--- config.mk ---
export PLATFORM = sky130hd
export DESIGN_NAME = unordered_swap_remove_table
export DESIGN_NICKNAME = d
export VERILOG_FILES = /design/src/sv/usrt_pkg.sv /design/src/sv/unordered_swap_remove_table.sv
export SDC_FILE = /design/constraint.sdc
export NUM_CORES = 2
export LEC_CHECK = 0
export BUFFER_PORTS_ARGS = -buffer_cell sky130_fd_sc_hd__buf_2
export CORE_AREA = 2 2 545 547
export CTS_BUF_LIST = sky130_fd_sc_hd__clkbuf_8 sky130_fd_sc_hd__clkbuf_16
export DETAILED_ROUTE_END_ITERATION = 10
export DIE_AREA = 0 0 547 549
export PLACE_DENSITY_LB_ADDON = 0.3
export SLEW_MARGIN = 5
export SYNTH_ARGS = -nofsm -noshare
export SYNTH_HDL_FRONTEND = slang
export SYNTH_SLANG_ARGS = --single-unit
--- constraint.sdc ---
create_clock -name clk -period 4.6 [get_ports clk]
set_input_delay 0.46 -clock clk [delete_from_list [all_inputs] [get_ports clk]]
set_output_delay 0.46 -clock clk [all_outputs]
set_load 0.05 [all_outputs]
--- src/sv/usrt_pkg.sv ---
// Constants and codes for the unordered swap-remove table.
package usrt_pkg;

  localparam int CAPACITY   = 64;
  localparam int DATA_WIDTH = 32;
  localparam int IDX_W      = $clog2(CAPACITY);
  localparam int CNT_W      = $clog2(CAPACITY + 1);

  localparam logic [1:0] CMD_PUSH   = 2'd0;
  localparam logic [1:0] CMD_REMOVE = 2'd1;
  localparam logic [1:0] CMD_SEARCH = 2'd2;
  localparam logic [1:0] CMD_CLEAR  = 2'd3;

  localparam logic [1:0] ST_OK        = 2'd0;
  localparam logic [1:0] ST_FULL      = 2'd1;
  localparam logic [1:0] ST_RANGE     = 2'd2;
  localparam logic [1:0] ST_NOT_FOUND = 2'd3;

  localparam logic [CNT_W-1:0] CAP_COUNT = CNT_W'(CAPACITY);

endpackage

--- src/sv/unordered_swap_remove_table.sv ---
// Unordered swap-remove table: slot memory, fill count and command sequencer.
// Push, clear and any rejected command give their result in the cycle after they are taken.
// Remove runs in steps: read the slot, read the last slot, write the move-down.
// Search reads one slot per cycle on the single memory read port.
// busy is high while a remove or search runs; the next item is taken at the edge ending done.
// Reset (rst, synchronous) empties the table at once; slot contents are not cleared.
module unordered_swap_remove_table (
  input  logic                             clk,
  input  logic                             rst,
  input  logic                             start,
  output logic                             busy,
  input  logic [1:0]                       command,
  input  logic [usrt_pkg::DATA_WIDTH-1:0]  data_in,
  input  logic [usrt_pkg::IDX_W-1:0]       index_in,
  output logic                             done,
  output logic [1:0]                       status,
  output logic [usrt_pkg::IDX_W-1:0]       index_out,
  output logic [usrt_pkg::DATA_WIDTH-1:0]  data_out,
  output logic [usrt_pkg::CNT_W-1:0]       count_out
);

  typedef enum logic [1:0] {IDLE, RM_TAKE, RM_MOVE, SRCH} state_t;

  state_t                             state;
  logic [usrt_pkg::CNT_W-1:0]         count;
  logic [usrt_pkg::IDX_W-1:0]         ptr;
  logic [usrt_pkg::DATA_WIDTH-1:0]    key;
  logic [usrt_pkg::DATA_WIDTH-1:0]    taken;

  state_t                             state_next;
  logic [usrt_pkg::CNT_W-1:0]         count_next;
  logic [usrt_pkg::IDX_W-1:0]         ptr_next;
  logic [usrt_pkg::DATA_WIDTH-1:0]    key_next;
  logic [usrt_pkg::DATA_WIDTH-1:0]    taken_next;
  logic                               done_next;
  logic [1:0]                         status_next;
  logic [usrt_pkg::IDX_W-1:0]         index_out_next;
  logic [usrt_pkg::DATA_WIDTH-1:0]    data_out_next;
  logic [usrt_pkg::CNT_W-1:0]         count_out_next;

  logic [usrt_pkg::DATA_WIDTH-1:0]    mem [usrt_pkg::CAPACITY];
  logic [usrt_pkg::DATA_WIDTH-1:0]    rdata;
  logic [usrt_pkg::IDX_W-1:0]         raddr;
  logic [usrt_pkg::IDX_W-1:0]         waddr;
  logic [usrt_pkg::DATA_WIDTH-1:0]    wdata;
  logic                               we;

  logic                               accept;
  logic                               full;
  logic                               rm_bad;
  logic [usrt_pkg::IDX_W-1:0]         last;
  logic [usrt_pkg::CNT_W-1:0]         ptr_inc;

  assign accept  = start && (state == IDLE);
  assign busy    = (state != IDLE);
  assign full    = (count >= usrt_pkg::CAP_COUNT);
  assign rm_bad  = ({1'b0, index_in} >= count);
  assign last    = usrt_pkg::IDX_W'(count - 1'b1);
  assign ptr_inc = {1'b0, ptr} + 1'b1;

  always_comb begin
    case (state)
      IDLE:    raddr = (command == usrt_pkg::CMD_REMOVE) ? index_in : '0;
      RM_TAKE: raddr = last;
      SRCH:    raddr = usrt_pkg::IDX_W'(ptr_inc);
      default: raddr = '0;
    endcase
  end

  always_comb begin
    we    = 1'b0;
    waddr = usrt_pkg::IDX_W'(count);
    wdata = data_in;
    if (state == RM_MOVE) begin
      we    = 1'b1;
      waddr = ptr;
      wdata = rdata;
    end else if (accept && command == usrt_pkg::CMD_PUSH && !full) begin
      we = 1'b1;
    end
  end

  always_ff @(posedge clk) begin
    if (we) begin
      mem[waddr] <= wdata;
    end
    rdata <= mem[raddr];
  end

  always_comb begin
    state_next     = state;
    count_next     = count;
    ptr_next       = ptr;
    key_next       = key;
    taken_next     = taken;
    done_next      = 1'b0;
    status_next    = usrt_pkg::ST_OK;
    index_out_next = '0;
    data_out_next  = '0;
    count_out_next = count_out;
    case (state)
      IDLE: begin
        if (accept) begin
          key_next = data_in;
          case (command)
            usrt_pkg::CMD_PUSH: begin
              done_next = 1'b1;
              if (full) begin
                status_next    = usrt_pkg::ST_FULL;
                count_out_next = count;
              end else begin
                index_out_next = usrt_pkg::IDX_W'(count);
                count_next     = count + 1'b1;
                count_out_next = count + 1'b1;
              end
            end
            usrt_pkg::CMD_REMOVE: begin
              ptr_next = index_in;
              if (rm_bad) begin
                done_next      = 1'b1;
                status_next    = usrt_pkg::ST_RANGE;
                count_out_next = count;
              end else begin
                state_next = RM_TAKE;
              end
            end
            usrt_pkg::CMD_SEARCH: begin
              ptr_next = '0;
              if (count == '0) begin
                done_next      = 1'b1;
                status_next    = usrt_pkg::ST_NOT_FOUND;
                count_out_next = count;
              end else begin
                state_next = SRCH;
              end
            end
            default: begin
              done_next      = 1'b1;
              count_next     = '0;
              count_out_next = '0;
            end
          endcase
        end
      end
      RM_TAKE: begin
        taken_next = rdata;
        state_next = RM_MOVE;
      end
      RM_MOVE: begin
        done_next      = 1'b1;
        data_out_next  = taken;
        count_next     = count - 1'b1;
        count_out_next = count - 1'b1;
        state_next     = IDLE;
      end
      SRCH: begin
        if (rdata == key) begin
          done_next      = 1'b1;
          index_out_next = ptr;
          count_out_next = count;
          state_next     = IDLE;
        end else if (ptr_inc == count) begin
          done_next      = 1'b1;
          status_next    = usrt_pkg::ST_NOT_FOUND;
          count_out_next = count;
          state_next     = IDLE;
        end else begin
          ptr_next = usrt_pkg::IDX_W'(ptr_inc);
        end
      end
      default: state_next = IDLE;
    endcase
  end

  always_ff @(posedge clk) begin
    if (rst) begin
      state     <= IDLE;
      count     <= '0;
      done      <= 1'b0;
      status    <= usrt_pkg::ST_OK;
      index_out <= '0;
      data_out  <= '0;
      count_out <= '0;
    end else begin
      state     <= state_next;
      count     <= count_next;
      ptr       <= ptr_next;
      key       <= key_next;
      taken     <= taken_next;
      done      <= done_next;
      status    <= status_next;
      index_out <= index_out_next;
      data_out  <= data_out_next;
      count_out <= count_out_next;
    end
  end

endmodule

==> results.rst <==
.. list-table::
   :header-rows: 1

   * - Metric
     - Value
   * - Total number of nets in the final design
     - 6778
   * - GRT Residual Overflow
     - 0
   * - Setup repair bufs after CTS
     - 0
   * - Kind of cell adding the most delay to the critical path
     - compound AO/OA/AOI/OAI gates
   * - Critical register-to-register path startpoint
     - state[1]$_SDFFE_PP0P_
   * - Post-DR wirelength/cell
     - 27.39 microns
   * - Main area contributors after synthesis
     - edfxtp_1, nand2_1, o211ai_1
   * - Global placer's final weighted congestion
     - 0.8755
   * - H-Tree Level Count
     - 4
   * - Main synth FF type
     - edfxtp_1
   * - Worst Path Max Fanout
     - 41
   * - Max Root-Sink Buffers
     - 3
   * - Flops & latches, synth
     - 2207
   * - Top library cells by usage in the layout, fill and taps aside
     - edfxtp_1, nand2_1, nor3_1
   * - RSZ-0062 raised after global routing
     - false
   * - Total GRT Usage
     - 0.1924
   * - Commonest non-fill, non-tap cell in the layout
     - edfxtp_1
   * - Type of the worst setup path
     - reg -> reg
   * - Async S/R FF share, synth
     - 0
   * - Worst path bufs/invs
     - 3
   * - Number of flops mapped to enable cells by yosys
     - 2118
   * - Arrival time of data at the critical path endpoint
     - 5.30 ns
   * - Half-perimeter wire length after placement
     - 171500 microns
   * - Number of antenna violations at the first check in global routing
     - 22
   * - Clock tree root driver cell
     - clkbuf_16
   * - Worst path slowest cell
     - o311ai_1
   * - Gate count after technology mapping
     - 6466
   * - Number of sinks driven by the clock tree
     - 2207
   * - Period utilisation layout
     - 0.9737
   * - Avg Cell Area, Syn
     - 13.62 sq um
   * - Standard-cell rows
     - 200
   * - Area of the mapped netlist
     - 88060 sq um
   * - P_leak
     - 0.03400 uW
   * - Post-route ant nets
     - 0
   * - TritonCTS buffer count
     - 222
   * - Detailed Routing Iterations Pass 1
     - 6
   * - Die Span Y
     - 549 microns
   * - Required @ worst endpoint
     - 5.42 ns
   * - CP cell instances
     - inv_1 -> ha_1 -> nor2b_1 -> or3_4 -> buf_12 -> buf_12 -> o21ai_0 -> and3_1 -> a311oi_1 -> a31oi_1 -> o311ai_1 -> o211a_1
   * - Largest net degree at the start of global routing
     - 143
   * - Pwr dens
     - 543.7 nW/um^2
   * - Synthesis-to-layout area growth
     - 18.25%
   * - Drt total wl
     - 297300 microns
   * - Max Slew Vio Count
     - 0
   * - Worst setup path start
     - state[1]$_SDFFE_PP0P_
   * - Global-route wire length before repair
     - 420200 microns
   * - Post-Synthesis Net Count
     - 6527
   * - CTS tree
     - built
   * - Total DRC errors in the routed layout
     - 0
   * - Proportion of netlist area held by the largest area contributor
     - 0.7223
   * - Cell type with the highest occurrence count on the critical path
     - buf_12
   * - Post-route design area
     - 104100 sq um
   * - Utilization after layout
     - 0.3529
   * - Number of synthesis warnings
     - 0
   * - Type of origin of the critical path
     - flop
   * - Worst setup EP type
     - flop
   * - Tightest Pin Transition
     - 1.371 ns
   * - Fraction of final layout cells sized beyond drive strength 1
     - 0.1336
   * - Final Skew
     - 0.05263 ns
   * - Cell Area, Placed
     - 96610 sq um
   * - IO Port Bufs
     - 91
   * - Count of final hold-check violations
     - 0
   * - Slew Limit Headroom
     - 0.08286
   * - Largest area contributor in the synthesized netlist
     - edfxtp_1
   * - Width of the chip
     - 547 microns
   * - Via Count
     - 58420
   * - Starting DRC count in detailed routing
     - 7459
   * - Placeable core region
     - 295000 sq um
   * - Unique cell type count in the Yosys netlist
     - 72
   * - Clock slew at the register clock pins of the worst setup and hold paths
     - 0.06 ns
   * - Clk Latency, worst-skew pair
     - 0.88 ns
   * - Status
     - completed
   * - Launch instance of the worst min-delay path
     - start
   * - Sequential-to-total area share from yosys stat
     - 0.7425
   * - I/O pin count
     - 92
   * - Final setup violation count
     - 0
   * - Number of vias per cell
     - 5.382
   * - Peak VDD IR
     - 429.0 uV
   * - Area of the die
     - 300300 sq um
   * - Slowest cell delay on critical path
     - 1.01 ns
   * - Starting Density
     - 0.2985
   * - Type of the worst min-delay path
     - in -> reg
   * - Max-Cap Viols
     - 0
   * - Final worst path period need
     - 4.479 ns
   * - Register-to-register setup slack
     - 0.12 ns
   * - Max Freq
     - 0.2233 GHz
   * - Vias in the first global route
     - 54960
## final timing paths
check,end,cells past startpoint
worst min register to register,data_out[0]$_SDFF_PP0_,1
worst max-delay path,rdata[14]$_DFF_P_,12
worst max register to register,rdata[14]$_DFF_P_,12
worst min-delay path,state[0]$_SDFFE_PP0P_,5
## metal layers
metal  global-route usage  vias to the layer above  share of wire
li1                     -                    25190              -
met1               0.2687                    29870           0.42
met2               0.2961                     2895           0.45
met3              0.03560                      452          0.093
met4              0.07442                       10          0.039
met5                    0                        -        0.00024
## worst register-to-register path: stages (launching register included)
cell      delay [ns]
dfxtp_1         0.35
inv_1           0.10
ha_1            0.43
nor2b_1         0.66
or3_4           0.37
buf_12          0.23
buf_12          0.29
o21ai_0         0.13
and3_1          0.21
a311oi_1        0.29
a31oi_1         0.12
o311ai_1        1.01
o211a_1         0.25
## synth_stat cells (all sizes together), types with 17 or more instances
cell type and n:
buf 169, nand2 1004, clkbuf 321, o22ai 62, xnor2 42, o211ai 246, a22oi 43, o211a 19
a311oi 30, nand4 21, or3 176, ha 18, nor3 335, o311ai 94, dfxtp 89, and2 35
nand3 257, inv 17, a32o 24, a21oi 105, o21ai 306, mux2i 63, mux2 32, a2111oi 19
a2bb2oi 18, a31oi 178, nor2 363, and3 156, a21boi 21, edfxtp 2118
## power breakdown
part           switching [uW]  total (uW)  internal (uW)
sequential                650       24700          24000
clock                    7760       17600           9830
combinational           10400       14400           3930
total                   18800       56600          37800
## through the flow
stage	setup slack, ns	power (uW)	cells	TNS, ns	hold WS [ns]
6_report	0.1211	56620	10850	0	0.1953
5_1_grt	0.09025	58290	10850	0	0.1698
4_1_cts	0.09751	56680	10850	0	0.1056
3_5_place_dp	0.1024	39220	10390	0	0.4289
3_3_place_gp	-0.5569	39080	10390	-1.009	0.4283
2_1_floorplan	0.3992	31710	6466	0	0.4203
## repair_timing
| action | 4_1_cts | 5_1_grt |
|---|---|---|
| gates resized for setup | 0 | 1 |
| hold buffers | 39 | 0 |
| endpoints found under the setup margin | 0 | 1 |
| hold endpoints to repair | 41 | 0 |
## registers in the layout (all words and copies together), names as in the netlist
| register | cells |
|---|---|
| mem | 2048 |
| data_out | 32 |
| key | 32 |
| rdata | 32 |
| taken | 32 |
| count | 7 |
| count_out | 7 |
| index_out | 6 |
| ptr | 6 |
| state | 2 |
| status | 2 |
| done | 1 |
## area by class of cell
type                            instances  area (sq um)
Antenna cell                            5         12.51
Inverter                               18         67.56
Sequential cell                      2207         65380
Fill cell                           28240        190900
Tap cell                             3939          4928
Multi-Input combinational cell       3751         21300
Clock inverter                        183          1358
Clock buffer                          234          5743
Timing Repair Buffer                  517          5338
## cell families (layout without fill, tap and decap cells)
group                    after synthesis  after routing  synth area share
flip-flops                          2207           2207            0.7425
XOR/XNOR                              48             48          0.005243
multiplexers                          97             97           0.01176
AO/OA/AOI/OAI                       1216           1216           0.09266
adder cells (fa/ha/maj)               18             18          0.002558
AND/OR/NAND/NOR                     2372           2372            0.1217
other                                  0              5                 0
buffers and inverters                508            952           0.02360
No activity file was read; power rests on OpenSTA's default activity.
